==> config.mk <==
export PLATFORM = sky130hd
export DESIGN_NAME = text_line_number_escape_filter
export DESIGN_NICKNAME = d
export VERILOG_FILES = /design/src/rtl/tlnef_pkg.sv /design/src/rtl/text_line_number_escape_filter.sv /design/src/rtl/tlnef_front.sv /design/src/rtl/tlnef_queue.sv /design/src/rtl/tlnef_back.sv
export VERILOG_INCLUDE_DIRS = /design/src /design/src/rtl
export SDC_FILE = /design/constraint.sdc
export NUM_CORES = 1
export LEC_CHECK = 0
export BUFFER_PORTS_ARGS = -buffer_cell sky130_fd_sc_hd__buf_4
export CORE_ASPECT_RATIO = 0.5
export CORE_MARGIN = 3
export CORE_UTILIZATION = 64
export DETAILED_ROUTE_END_ITERATION = 12
export GPL_ROUTABILITY_DRIVEN = 0
export HOLD_SLACK_MARGIN = 0.1
export PLACE_DENSITY = 0.9
export SLEW_MARGIN = 30
export SYNTH_ARGS = -nofsm -noshare
export SYNTH_HDL_FRONTEND = slang
export SYNTH_HIERARCHICAL = 1
export SYNTH_SLANG_ARGS = --single-unit
==> constraint.sdc <==
create_clock -name clk -period 6.95 [get_ports clk]
set_clock_uncertainty 0.1 [all_clocks]
set_input_delay 2.085 -clock clk [delete_from_list [all_inputs] [get_ports clk]]
set_output_delay 2.085 -clock clk [all_outputs]
set_load 0.01 [all_outputs]
==> src/rtl/text_line_number_escape_filter_defines.svh <==
// ----------------------------------------------------------------------------
// Text line filter assertion macros
// Shared assertion forms; each expects clk and rst_n in the enclosing module.
// ----------------------------------------------------------------------------
`ifndef TEXT_LINE_NUMBER_ESCAPE_FILTER_DEFINES_SVH
`define TEXT_LINE_NUMBER_ESCAPE_FILTER_DEFINES_SVH

// The condition must never hold outside reset.
`define TLNEF_ASSERT_NEVER(label, cond, msg) \
  label: assert property (@(posedge clk) disable iff (!rst_n) !(cond)) \
    else $error(msg);

// Whenever the antecedent holds, the consequent holds in the same cycle.
`define TLNEF_ASSERT_IMPL(label, ante, cons, msg) \
  label: assert property (@(posedge clk) disable iff (!rst_n) (ante) |-> (cons)) \
    else $error(msg);

`endif

==> src/rtl/tlnef_pkg.sv <==
// ----------------------------------------------------------------------------
// Text line filter package
// Shared types, codes and byte helpers for the front end, queue and back end.
// ----------------------------------------------------------------------------
`timescale 1ns / 1ps
`default_nettype none

package tlnef_pkg;

  // Width of the printed line number column.
  localparam int NUMBER_DIGITS = 6;

  // Longest segment: a number or blank column (digits plus tab), or an
  // escaped character of up to four bytes.
  localparam int SEG_MAX = (NUMBER_DIGITS + 1 > 4) ? NUMBER_DIGITS + 1 : 4;
  localparam int POS_W   = $clog2(SEG_MAX);

  // Configuration register indexes.
  localparam int CFG_IDX_W = 3;
  localparam logic [CFG_IDX_W-1:0] CFG_NUMBER_ALL     = 3'd0;
  localparam logic [CFG_IDX_W-1:0] CFG_NUMBER_NONBLANK = 3'd1;
  localparam logic [CFG_IDX_W-1:0] CFG_SHOW_ENDS      = 3'd2;
  localparam logic [CFG_IDX_W-1:0] CFG_SQUEEZE        = 3'd3;
  localparam logic [CFG_IDX_W-1:0] CFG_SHOW_TABS      = 3'd4;
  localparam logic [CFG_IDX_W-1:0] CFG_SHOW_NONPRINT  = 3'd5;

  // Output segments of one word, in emission order.
  localparam int NUM_SEGS  = 8;
  localparam int SEG_IDX_W = 3;
  localparam logic [SEG_IDX_W-1:0] SEG_NUM1  = 3'd0;  // number before a blank line
  localparam logic [SEG_IDX_W-1:0] SEG_FCOL  = 3'd1;  // blank column of a flushed line
  localparam logic [SEG_IDX_W-1:0] SEG_FDOL  = 3'd2;  // dollar of a flushed line
  localparam logic [SEG_IDX_W-1:0] SEG_FNL   = 3'd3;  // newline of a flushed line
  localparam logic [SEG_IDX_W-1:0] SEG_NUM2  = 3'd4;  // number at a line start
  localparam logic [SEG_IDX_W-1:0] SEG_BCOL  = 3'd5;  // blank column of an empty line
  localparam logic [SEG_IDX_W-1:0] SEG_DOL   = 3'd6;  // dollar before a newline
  localparam logic [SEG_IDX_W-1:0] SEG_CHAR  = 3'd7;  // the byte itself, maybe escaped

  // Character codes.
  localparam logic [7:0] CH_TAB    = 8'h09;
  localparam logic [7:0] CH_NL     = 8'h0A;
  localparam logic [7:0] CH_SPACE  = 8'h20;
  localparam logic [7:0] CH_DOLLAR = 8'h24;
  localparam logic [7:0] CH_DASH   = 8'h2D;
  localparam logic [7:0] CH_QMARK  = 8'h3F;
  localparam logic [7:0] CH_I      = 8'h49;
  localparam logic [7:0] CH_M      = 8'h4D;
  localparam logic [7:0] CH_CARET  = 8'h5E;
  localparam logic [7:0] CH_DEL    = 8'h7F;
  localparam logic [7:0] CH_META_LO = 8'h80;
  localparam logic [7:0] CH_META_HI = 8'hA0;
  localparam logic [7:0] CH_CTRL_HI = 8'h20;
  localparam logic [7:0] CARET_OFS = 8'h40;

  // Line counter as packed decimal, element 0 is the least significant digit.
  typedef logic [NUMBER_DIGITS-1:0][3:0] digits_t;
  localparam digits_t COUNT_ONE = digits_t'(1);

  // One word of work handed from the front end to the back end.
  typedef struct packed {
    logic [NUM_SEGS-1:0] segs;
    digits_t             num1;
    digits_t             num2;
    logic [3:0][7:0]     chars;    // chars[0] goes out first
    logic [1:0]          ch_last;  // index of the last character byte
  } job_t;

  // Saturating decimal increment: all nines stays all nines.
  function automatic digits_t count_inc(digits_t v);
    digits_t r;
    logic    carry;
    r     = v;
    carry = 1'b1;
    for (int i = 0; i < NUMBER_DIGITS; i++) begin
      if (carry) begin
        if (v[i] == 4'd9) begin
          r[i] = 4'd0;
        end else begin
          r[i]  = v[i] + 4'd1;
          carry = 1'b0;
        end
      end
    end
    return carry ? v : r;
  endfunction

  // Byte at a position of the number column: digits with leading spaces,
  // then a tab.
  function automatic logic [7:0] number_byte(digits_t v, logic [POS_W-1:0] pos);
    logic [7:0] b;
    logic       lead;
    b    = CH_TAB;
    lead = 1'b1;
    for (int i = 0; i < NUMBER_DIGITS; i++) begin
      lead = lead && (v[NUMBER_DIGITS-1-i] == 4'd0) && (i != NUMBER_DIGITS - 1);
      if (pos == POS_W'(i)) begin
        b = lead ? CH_SPACE : {4'h3, v[NUMBER_DIGITS-1-i]};
      end
    end
    return b;
  endfunction

endpackage

`default_nettype wire

==> src/rtl/text_line_number_escape_filter.sv <==
// A word accepted at the input is written into the queue; its first output byte then enters the
// output register, from which the consumer takes it when out_tready is high.
// Throughput: one output byte per cycle while the queue holds work and out_tready is high; a word
// causes 1 to 27 output bytes. Words that cause no bytes are accepted and do not reach the output.
// The output sequencer sets the rate: one byte per cycle into one output register unless stalled.
// Reset (rst_n low, synchronous) clears configuration, line state and the work queue.
// ----------------------------------------------------------------------------
// Text line filter top level
// Line numbering, line end marks, blank run squeezing and caret escaping of a
// byte stream.
// ----------------------------------------------------------------------------
`timescale 1ns / 1ps
`default_nettype none

module text_line_number_escape_filter (
  input  wire logic                             clk,
  input  wire logic                             rst_n,
  input  wire logic                             cfg_we,
  input  wire logic [tlnef_pkg::CFG_IDX_W-1:0]  cfg_index,
  input  wire logic                             cfg_wdata,
  input  wire logic                             in_tvalid,
  output      logic                             in_tready,
  input  wire logic [7:0]                       in_tdata,   // [7:0] data_byte
  input  wire logic                             in_tuser,   // [0] kind
  output      logic                             out_tvalid,
  input  wire logic                             out_tready,
  output      logic [7:0]                       out_tdata,  // [7:0] out_byte
  output      logic                             out_tlast
);
  import tlnef_pkg::*;

  job_t push_job, head_job;
  logic push, full, pop, head_valid;

  tlnef_front u_front (
    .clk       (clk),
    .rst_n     (rst_n),
    .cfg_we    (cfg_we),
    .cfg_index (cfg_index),
    .cfg_wdata (cfg_wdata),
    .in_tvalid (in_tvalid),
    .in_tready (in_tready),
    .in_tdata  (in_tdata),
    .in_tuser  (in_tuser),
    .q_full    (full),
    .q_push    (push),
    .q_job     (push_job)
  );

  tlnef_queue u_queue (
    .clk        (clk),
    .rst_n      (rst_n),
    .push       (push),
    .push_job   (push_job),
    .full       (full),
    .pop        (pop),
    .head_valid (head_valid),
    .head_job   (head_job)
  );

  tlnef_back u_back (
    .clk        (clk),
    .rst_n      (rst_n),
    .head_valid (head_valid),
    .head_job   (head_job),
    .pop        (pop),
    .out_tvalid (out_tvalid),
    .out_tready (out_tready),
    .out_tdata  (out_tdata),
    .out_tlast  (out_tlast)
  );

endmodule

`default_nettype wire

==> src/rtl/tlnef_front.sv <==
// ----------------------------------------------------------------------------
// Text line filter front end
// Holds configuration and line state, classifies each input word and builds
// the list of output segments it causes.
// ----------------------------------------------------------------------------
`timescale 1ns / 1ps
`default_nettype none

module tlnef_front (
  input  wire logic                             clk,
  input  wire logic                             rst_n,
  input  wire logic                             cfg_we,
  input  wire logic [tlnef_pkg::CFG_IDX_W-1:0]  cfg_index,
  input  wire logic                             cfg_wdata,
  input  wire logic                             in_tvalid,
  output      logic                             in_tready,
  input  wire logic [7:0]                       in_tdata,
  input  wire logic                             in_tuser,
  input  wire logic                             q_full,
  output      logic                             q_push,
  output      tlnef_pkg::job_t                  q_job
);
  import tlnef_pkg::*;

  logic    all_r, nonblank_r, ends_r, squeeze_r, tabs_r, nonprint_r;
  logic    inside_r, inside_nxt;
  logic    pending_r, pending_nxt;
  digits_t cnt_r, cnt_nxt;

  logic accept, eos, nl, empty, start, squeezed, flush;
  logic [7:0] c;

  assign in_tready = !q_full;
  assign accept    = in_tvalid && in_tready;
  assign eos       = in_tuser;
  assign c         = in_tdata;
  assign nl        = (c == CH_NL);
  assign empty     = !inside_r && nl;
  assign start     = !inside_r && !nl;
  assign squeezed  = !eos && squeeze_r && empty;
  assign flush     = pending_r && (eos || (!squeezed && start));

  // Segment list and character expansion for this word.
  always_comb begin
    q_job         = '0;
    q_job.segs[SEG_NUM1] = (!eos && !squeezed && all_r && empty) || (flush && all_r);
    q_job.segs[SEG_FCOL] = flush && ends_r && nonblank_r;
    q_job.segs[SEG_FDOL] = flush && ends_r;
    q_job.segs[SEG_FNL]  = flush;
    q_job.segs[SEG_NUM2] = !eos && start && (nonblank_r || all_r);
    q_job.segs[SEG_BCOL] = !eos && !squeezed && empty && nonblank_r && ends_r;
    q_job.segs[SEG_DOL]  = !eos && !squeezed && nl && ends_r;
    q_job.segs[SEG_CHAR] = !eos && !squeezed;
    q_job.num1 = cnt_r;
    q_job.num2 = q_job.segs[SEG_NUM1] ? count_inc(cnt_r) : cnt_r;

    q_job.chars[0] = c;
    q_job.ch_last  = 2'd0;
    if (tabs_r && c == CH_TAB) begin
      q_job.chars[0] = CH_CARET;
      q_job.chars[1] = CH_I;
      q_job.ch_last  = 2'd1;
    end else if (nonprint_r && c == CH_DEL) begin
      q_job.chars[0] = CH_CARET;
      q_job.chars[1] = CH_QMARK;
      q_job.ch_last  = 2'd1;
    end else if (nonprint_r && c >= CH_META_LO && c < CH_META_HI) begin
      q_job.chars[0] = CH_M;
      q_job.chars[1] = CH_DASH;
      q_job.chars[2] = CH_CARET;
      q_job.chars[3] = c - CARET_OFS;
      q_job.ch_last  = 2'd3;
    end else if (nonprint_r && c < CH_CTRL_HI && c != CH_TAB && c != CH_NL) begin
      q_job.chars[0] = CH_CARET;
      q_job.chars[1] = c + CARET_OFS;
      q_job.ch_last  = 2'd1;
    end
  end

  assign q_push = accept && (q_job.segs != '0);

  // Next line state.
  always_comb begin
    inside_nxt  = inside_r;
    pending_nxt = pending_r;
    cnt_nxt     = cnt_r;
    if (eos) begin
      inside_nxt  = 1'b0;
      pending_nxt = 1'b0;
      cnt_nxt     = COUNT_ONE;
    end else if (squeezed) begin
      pending_nxt = 1'b1;
    end else begin
      inside_nxt = !nl;
      if (flush) begin
        pending_nxt = 1'b0;
      end
      if (q_job.segs[SEG_NUM2]) begin
        cnt_nxt = count_inc(q_job.num2);
      end else if (q_job.segs[SEG_NUM1]) begin
        cnt_nxt = count_inc(cnt_r);
      end
    end
  end

  // Configuration registers.
  always_ff @(posedge clk) begin
    if (!rst_n) begin
      all_r      <= 1'b0;
      nonblank_r <= 1'b0;
      ends_r     <= 1'b0;
      squeeze_r  <= 1'b0;
      tabs_r     <= 1'b0;
      nonprint_r <= 1'b0;
    end else if (cfg_we) begin
      case (cfg_index)
        CFG_NUMBER_ALL:      all_r      <= cfg_wdata;
        CFG_NUMBER_NONBLANK: nonblank_r <= cfg_wdata;
        CFG_SHOW_ENDS:       ends_r     <= cfg_wdata;
        CFG_SQUEEZE:         squeeze_r  <= cfg_wdata;
        CFG_SHOW_TABS:       tabs_r     <= cfg_wdata;
        CFG_SHOW_NONPRINT:   nonprint_r <= cfg_wdata;
        default: ;
      endcase
    end
  end

  // Line state registers.
  always_ff @(posedge clk) begin
    if (!rst_n) begin
      inside_r  <= 1'b0;
      pending_r <= 1'b0;
      cnt_r     <= COUNT_ONE;
    end else if (accept) begin
      inside_r  <= inside_nxt;
      pending_r <= pending_nxt;
      cnt_r     <= cnt_nxt;
    end
  end

endmodule

`default_nettype wire

==> src/rtl/tlnef_queue.sv <==
// ----------------------------------------------------------------------------
// Text line filter work queue
// Two-entry queue of work words between the front end and the back end.
// ----------------------------------------------------------------------------
`timescale 1ns / 1ps
`default_nettype none

module tlnef_queue (
  input  wire logic            clk,
  input  wire logic            rst_n,
  input  wire logic            push,
  input  wire tlnef_pkg::job_t push_job,
  output      logic            full,
  input  wire logic            pop,
  output      logic            head_valid,
  output      tlnef_pkg::job_t head_job
);
  import tlnef_pkg::*;

  job_t       mem_r [2];
  logic       wr_ptr_r, rd_ptr_r;
  logic [1:0] count_r;
  logic       do_push, do_pop;

  assign full       = (count_r == 2'd2);
  assign head_valid = (count_r != 2'd0);
  assign head_job   = mem_r[rd_ptr_r];
  assign do_push    = push && !full;
  assign do_pop     = pop && head_valid;

  // Storage, written at the tail.
  always_ff @(posedge clk) begin
    if (do_push) begin
      mem_r[wr_ptr_r] <= push_job;
    end
  end

  // Pointers and fill level.
  always_ff @(posedge clk) begin
    if (!rst_n) begin
      wr_ptr_r <= 1'b0;
      rd_ptr_r <= 1'b0;
      count_r  <= 2'd0;
    end else begin
      if (do_push) begin
        wr_ptr_r <= !wr_ptr_r;
      end
      if (do_pop) begin
        rd_ptr_r <= !rd_ptr_r;
      end
      case ({do_push, do_pop})
        2'b10:   count_r <= count_r + 2'd1;
        2'b01:   count_r <= count_r - 2'd1;
        default: count_r <= count_r;
      endcase
    end
  end

endmodule

`default_nettype wire

==> src/rtl/tlnef_back.sv <==
// ----------------------------------------------------------------------------
// Text line filter back end
// Walks the segments of the head work word and sends one byte per cycle
// through the output register while the output is not stalled.
// ----------------------------------------------------------------------------
`timescale 1ns / 1ps
`default_nettype none

`include "text_line_number_escape_filter_defines.svh"

module tlnef_back (
  input  wire logic            clk,
  input  wire logic            rst_n,
  input  wire logic            head_valid,
  input  wire tlnef_pkg::job_t head_job,
  output      logic            pop,
  output      logic            out_tvalid,
  input  wire logic            out_tready,
  output      logic [7:0]      out_tdata,
  output      logic            out_tlast
);
  import tlnef_pkg::*;

  logic [NUM_SEGS-1:0]  done_r, remaining, cur_bit, rem_after;
  logic [POS_W-1:0]     pos_r, last_pos;
  logic [SEG_IDX_W-1:0] seg_idx;
  logic [7:0]           seg_byte, out_tdata_r;
  logic                 out_tvalid_r, out_tlast_r;
  logic                 adv, seg_end, final_byte;

  assign out_tvalid = out_tvalid_r;
  assign out_tdata  = out_tdata_r;
  assign out_tlast  = out_tlast_r;

  // Lowest segment of the head word not yet sent.
  assign remaining = head_job.segs & ~done_r;
  always_comb begin
    seg_idx = '0;
    for (int i = NUM_SEGS - 1; i >= 0; i--) begin
      if (remaining[i]) begin
        seg_idx = SEG_IDX_W'(i);
      end
    end
  end
  assign cur_bit   = NUM_SEGS'(1) << seg_idx;
  assign rem_after = remaining & ~cur_bit;

  // Byte and length of the current segment.
  always_comb begin
    seg_byte = CH_NL;
    last_pos = '0;
    case (seg_idx)
      SEG_NUM1: begin
        seg_byte = number_byte(head_job.num1, pos_r);
        last_pos = POS_W'(NUMBER_DIGITS);
      end
      SEG_NUM2: begin
        seg_byte = number_byte(head_job.num2, pos_r);
        last_pos = POS_W'(NUMBER_DIGITS);
      end
      SEG_FCOL, SEG_BCOL: begin
        seg_byte = (pos_r == POS_W'(NUMBER_DIGITS)) ? CH_TAB : CH_SPACE;
        last_pos = POS_W'(NUMBER_DIGITS);
      end
      SEG_FDOL, SEG_DOL: seg_byte = CH_DOLLAR;
      SEG_FNL:           seg_byte = CH_NL;
      SEG_CHAR: begin
        seg_byte = head_job.chars[pos_r[1:0]];
        last_pos = POS_W'(head_job.ch_last);
      end
      default: seg_byte = CH_NL;
    endcase
  end

  assign adv        = head_valid && (!out_tvalid_r || out_tready);
  assign seg_end    = (pos_r == last_pos);
  assign final_byte = seg_end && (rem_after == '0);
  assign pop        = adv && final_byte;

  // Segment walk.
  always_ff @(posedge clk) begin
    if (!rst_n) begin
      done_r <= '0;
      pos_r  <= '0;
    end else if (adv) begin
      if (seg_end) begin
        pos_r  <= '0;
        done_r <= final_byte ? '0 : (done_r | cur_bit);
      end else begin
        pos_r <= pos_r + POS_W'(1);
      end
    end
  end

  // Output register.
  always_ff @(posedge clk) begin
    if (!rst_n) begin
      out_tvalid_r <= 1'b0;
    end else if (adv) begin
      out_tvalid_r <= 1'b1;
    end else if (out_tready) begin
      out_tvalid_r <= 1'b0;
    end
  end

  always_ff @(posedge clk) begin
    if (adv) begin
      out_tdata_r <= seg_byte;
      out_tlast_r <= final_byte;
    end
  end

  `TLNEF_ASSERT_IMPL(a_head_has_work, head_valid, remaining != '0, "queued word with no segments left")
  `TLNEF_ASSERT_IMPL(a_pos_in_segment, head_valid, pos_r <= last_pos, "segment position past its end")
  `TLNEF_ASSERT_NEVER(a_idle_clean, !head_valid && (done_r != '0 || pos_r != '0), "walk state left over")

endmodule

`default_nettype wire
Word-level counts from Yosys, hierarchy flattened --
Memories as Yosys holds them, arrays and structs flattened. A register that Yosys moved wholly into a read port is not among the register bits. Cells that the tools add are included.
Storage, ports and cells: register bits after elaboration 57, memories 1, bits of input ports 18, memory bits (writable) 180, logic and storage cells 347
Memory list:
- u_queue.mem_r | words 2, width 90, rd ports 1, clocked after Yosys merged registers in 1, wr ports 1, line tlnef_queue.sv:20 | job_t mem_r [2];
Cells by class: reductions and logical operators 96, order comparisons 4, bitwise logic cells 5, add/sub/neg operators 17, mux-type cells 160, shift operators 1, eq/ne operators 41
Operators by type and width (number):
- $mux 24 | 8
- $mux 8 | 14
- $mux 4 | 27
- $mux 1 | 80
- $mux 18 | 4
- $mux 5 | 10
- $add 4x1->4 const B | 12
- $eq 4x4->1 const B | 12
- $mux 16 | 3
- $pmux 8 s6 | 1
- $logic_and 1x1->1 | 41
- $logic_not 4->1 | 10
- $eq 3x3->1 const B | 9
- $mux 3 | 9
- $reduce_and 5->1 | 5
- $reduce_bool 3->1 | 7
- $eq 3x2->1 const B | 6
- $reduce_and 2->1 | 9
- $and 8x8->8 | 2
- $bmux 8 s2 | 1
- $eq 8x4->1 const B | 2
- $ne 8x4->1 const B | 2
- $not 8->8 | 2
- $eq 3x1->1 const B | 3
- other kinds (29) | 45

Depth between registers and ports, before layout --
word-level depth 43, gate-level depth with buffers 18, mapped depth without buffers 16

Cells and area by module --
The synthesis kept the hierarchy.
Modules (own cells, without submodules):
- tlnef_queue | sequential area each 5505.3 um2, area each 6707.7 um2, cells an instance 306, times used 1
- tlnef_front | sequential area each 640.6 um2, area each 4267.8 um2, cells an instance 595, times used 1
- tlnef_back | sequential area each 510.5 um2, area each 2232.1 um2, cells an instance 290, times used 1

Worst setup path after synthesis --
OpenSTA, ideal clock, no wires.
path kind input to register, start in in_tdata[4], end reg u_front.cnt_r, in the netlist u_front/q_job[80], buffers on the path 2, stages 16, path slack 0.789 ns, data arrival time 5.987 ns, cell sequence or4b_4 > buf_6 > a211o_4 > a21o_1 > clkbuf_1 > nor2_1 > nand2_1 > mux2_2 > inv_1 > ha_1 > nand2_1 > a31oi_1 > o22ai_4 > nor4_4 > or4b_1 > a31oi_1
RTL lines:
- start, declared | line text_line_number_escape_filter.sv:23 | input wire logic [7:0] in_tdata,
- end signal, assigned | line tlnef_front.sv:137 | cnt_r <= cnt_nxt;
- end, declared | line tlnef_front.sv:28 | digits_t cnt_r, cnt_nxt;

==> metrics <==
area growth from synthesis to layout 7.46%; worst-path fanout max 14; count of flip-flops with a built-in enable after synthesis around 190; vias post-DR about 11,000; status completed; final instance area roughly 0.014 sq mm; Reg area 0.00666 sq mm; CP Buf/Inv Count 3; Slew HR 0.359; worst-case vdd ir drop approximately 0.16 mV; register clock-pin slew on the reported worst setup and hold paths around 0.06 ns; Root Driver clkbuf_16; PwrDens 216 mW/mm^2; warnings from Yosys 6; Area contributors post-synth edfxtp_1, mux2_2, dfxtp_1; clk buf depth 3; # resized after CTS 0; top-area cell type share of the netlist area 0.430; post-route ant nets 0; largest area contributor in the netlist edfxtp_1; H-tree lvl count 1; total CTS buffers 22; Setup TNS Final 0 ns; CTS Hold Bufs 0; Leak 4.78 nW; max frequency 0.154 GHz; Die ar. about 0.023 sq mm; number of fill cells approximately 1,200; Top FF cell, synth edfxtp_1; Synth Instances ~1,200; number of global-route vias before repair between 10,000 and 15,000; wire per inst between 20 and 25 um; Post-Syn Area approximately 0.013 sq mm; unrepaired setup endpoints after global routing no; CP Launch Type input port; Reg power frac 0.528; chip width roughly 210 um; Hold Crit Class flop to flop; Critical-path top delay cell nor2_1; final hold violation count 0; drt pass-1 iters 8; Power Internal about 2.3 mW; largest net degree at the start of global routing 52; CP Cell Sequence buf_4 -> inv_1 -> ha_1 -> nand3b_1 -> a211o_4 -> a21o_1 -> nor2_1 -> nand2_1 -> mux2_2 -> inv_1 -> ha_1 -> nand2_1 -> a31oi_1 -> o22a_1 -> o21ai_0 -> o31a_1 -> a32o_1; critical path capture point type flop; die extent in y 108 um; Slew @ Worst Pin around 0.96 ns; final WL 34.6 mm; Multi-input gate area about 0.0060 sq mm; Via density roughly 7.3; Crit path arrival time around 6.8 ns; Clock Latency Late Sink 0.52 ns; Area after DPL around 0.014 sq mm; number of max-cap violations 0; register area share after synthesis 0.504; sw frac 0.239; Final min period ~6.5 ns; synth unique cells about 100; share of cells above drive strength 1 0.190; DPL Wire Length between 20 and 25 mm; CP peak stage delay 0.49 ns; sw power 732 uW; Tot Pwr 3.06 mW; Core Region ~0.020 sq mm; DRT iter0 DRCs ~2,100; Syn Area/Cell ~11 sq um; num ports 29; Worst EP required 7.25 ns; endpoints failing setup 0; # rows 36; # DRC 0; first-pass GRT wire length 53.6 mm; Post-CTS Setup Bufs 0; clock sinks 238; clock power share 0.374; final net count between 1,000 and 1,500; ys async rst share 0; IO buf count 28; final critical-path share of the clock period 0.935; delay-heaviest family, CP compound AO/OA/AOI/OAI gates; CP Class input port to flop; #FFs+latches synth roughly 240; Remaining Overflow, GRT 0; Initial Utilization 0.665; GRT Util Overall 0.300; combinational share of power 0.098; CTS tree done; fin. max-slew vios 0; initial antenna violation count 0; Inserted Diodes 0; WHS around 0.38 ns
==> state kept, by name, summed over array words and instances (netlist names), named ones only <==
register            flops
u_back/pos_r            3
u_front/ends_r          1
u_front/nonblank_r      1
u_front/inside_r        1
u_front/q_job          24
u_front/tabs_r          1
u_front/nonprint_r      1
u_front/all_r           1
u_queue/count_r         2
u_back/done_r           8
u_queue/wr_ptr_r        1
u_back/out_tlast        1
u_front/squeeze_r       1
u_back/out_tdata        8
u_queue/mem_r         180
u_queue/rd_ptr_r        1
u_back/out_tvalid       1
u_front/pending_r       1
==> cells in the mapped netlist, drive strengths merged, types with 5 or more instances <==
| cell type | instances |
|---|---|
| a211oi | 9 |
| a21boi | 6 |
| a21o | 12 |
| a21oi | 79 |
| a22oi | 9 |
| a311oi | 5 |
| a31o | 6 |
| a31oi | 22 |
| and2 | 18 |
| and3 | 10 |
| buf | 24 |
| clkbuf | 44 |
| dfxtp | 49 |
| edfxtp | 189 |
| ha | 22 |
| inv | 50 |
| mux2 | 96 |
| mux2i | 14 |
| mux4 | 8 |
| nand2 | 79 |
| nand2b | 19 |
| nand3 | 26 |
| nand3b | 11 |
| nand4 | 13 |
| nor2 | 70 |
| nor2b | 25 |
| nor3 | 33 |
| nor4 | 21 |
| nor4bb | 8 |
| o211ai | 14 |
| o21a | 10 |
| o21ai | 58 |
| o22ai | 7 |
| o31ai | 13 |
| or2 | 7 |
| or3 | 15 |
| or4 | 5 |
| xnor2 | 14 |
==> per-layer routing <==
layer,vias to the layer above,global-route usage,share of wire
li1,4559,-,-
met1,4981,0.387,0.37
met5,-,0,0
met2,932,0.483,0.45
met4,0,0.160,0.066
met3,250,0.0617,0.12
==> power groups by stage <==
stage | clock [mW] | sequential, mW | combinational [mW]
3_5_place_dp | 0 | 1.65 | 0.282
5_1_grt | 1.21 | 1.62 | 0.317
3_3_place_gp | 0 | 1.64 | 0.271
2_1_floorplan | 0 | 1.63 | 0.203
6_report | 1.15 | 1.62 | 0.299
4_1_cts | 1.16 | 1.62 | 0.286
==> worst reg2reg max path, stage by stage (launching register included) <==
cell and delay, ns:
dfxtp_1 0.59, nor4bb_1 0.70, nand4_1 0.17, buf_4 0.22, nor2_1 0.45, a21oi_1 0.18, a21oi_1 0.51, ha_1 0.31
nand2_1 0.10, nor4_2 0.60, o22ai_4 0.28, o31ai_1 0.61, a21oi_1 0.15, o31ai_1 0.32
==> stage by stage <==
stage / std cells / worst slack (ns) / util
finish: 1472 / 0.451 / 0.714
global route: 1472 / 0.254 / 0.714
CTS: 1472 / 0.677 / 0.714
detailed placement: 1432 / 0.246 / 0.680
global placement: 1432 / 0.446 / 0.680
floorplan: 1193 / 0.789 / -
==> cells by family after synthesis <==
family | after synthesis | share of synthesized area
AOI/OAI and AO/OA | 300 | 0.157
adders and majority gates | 22 | 0.0208
muxes | 118 | 0.106
and+or+nand+nor | 376 | 0.158
DFF | 238 | 0.504
buffers and inverters | 118 | 0.0417
other | 1 | 0.000284
xor gates and xnor gates | 18 | 0.0119
==> layout by cell type (no fill, tap or decap), types with 5 or more instances in the layout <==
cell type and count:
nor2_1 70, nand2b_1 17, or3_1 11, mux2i_1 14, o22ai_1 6, inv_1 48, or4_1 5, nand3_1 26
o31ai_1 13, nand4_1 13, edfxtp_1 189, dfxtp_1 48, a211oi_1 6, o21ai_0 56, nand2_1 79, nand3b_1 11
nor4bb_1 8, xnor2_1 14, a31oi_1 22, a31o_2 6, nor3_1 31, and3_1 6, nor4_1 17, o21a_1 10
and2_1 15, buf_4 40, or2_2 7, ha_1 21, a21oi_1 77, mux2_2 96, nor2b_1 25, a21o_1 11
mux4_2 8, o211ai_1 14, a22oi_1 9, clkbuf_1 10, clkbuf_16 23
==> path summary, 6_finish.rpt <==
check,start,depth (start not counted),slack [ns],endpoint
hold / removal,u_back/done_r[0],2,0.38,u_back/done_r[0]
hold reg to reg,u_back/done_r[0],2,0.38,u_back/done_r[0]
setup / recovery,in_tdata[6],17,0.45,u_front/q_job[66]
setup reg to reg,u_front/q_job[66],13,1.55,u_front/q_job[63]
==> layout make-up <==
type | instances | share of cell area
Timing Repair Buffer | 41 | 0.0226
Clock buffer | 35 | 0.0451
Tap cell | 266 | 0.0235
Sequential cell | 238 | 0.469
Clock inverter | 5 | 0.00203
Inverter | 50 | 0.0133
Multi-Input combinational cell | 837 | 0.424
Power figures use the tool's default switching activity.
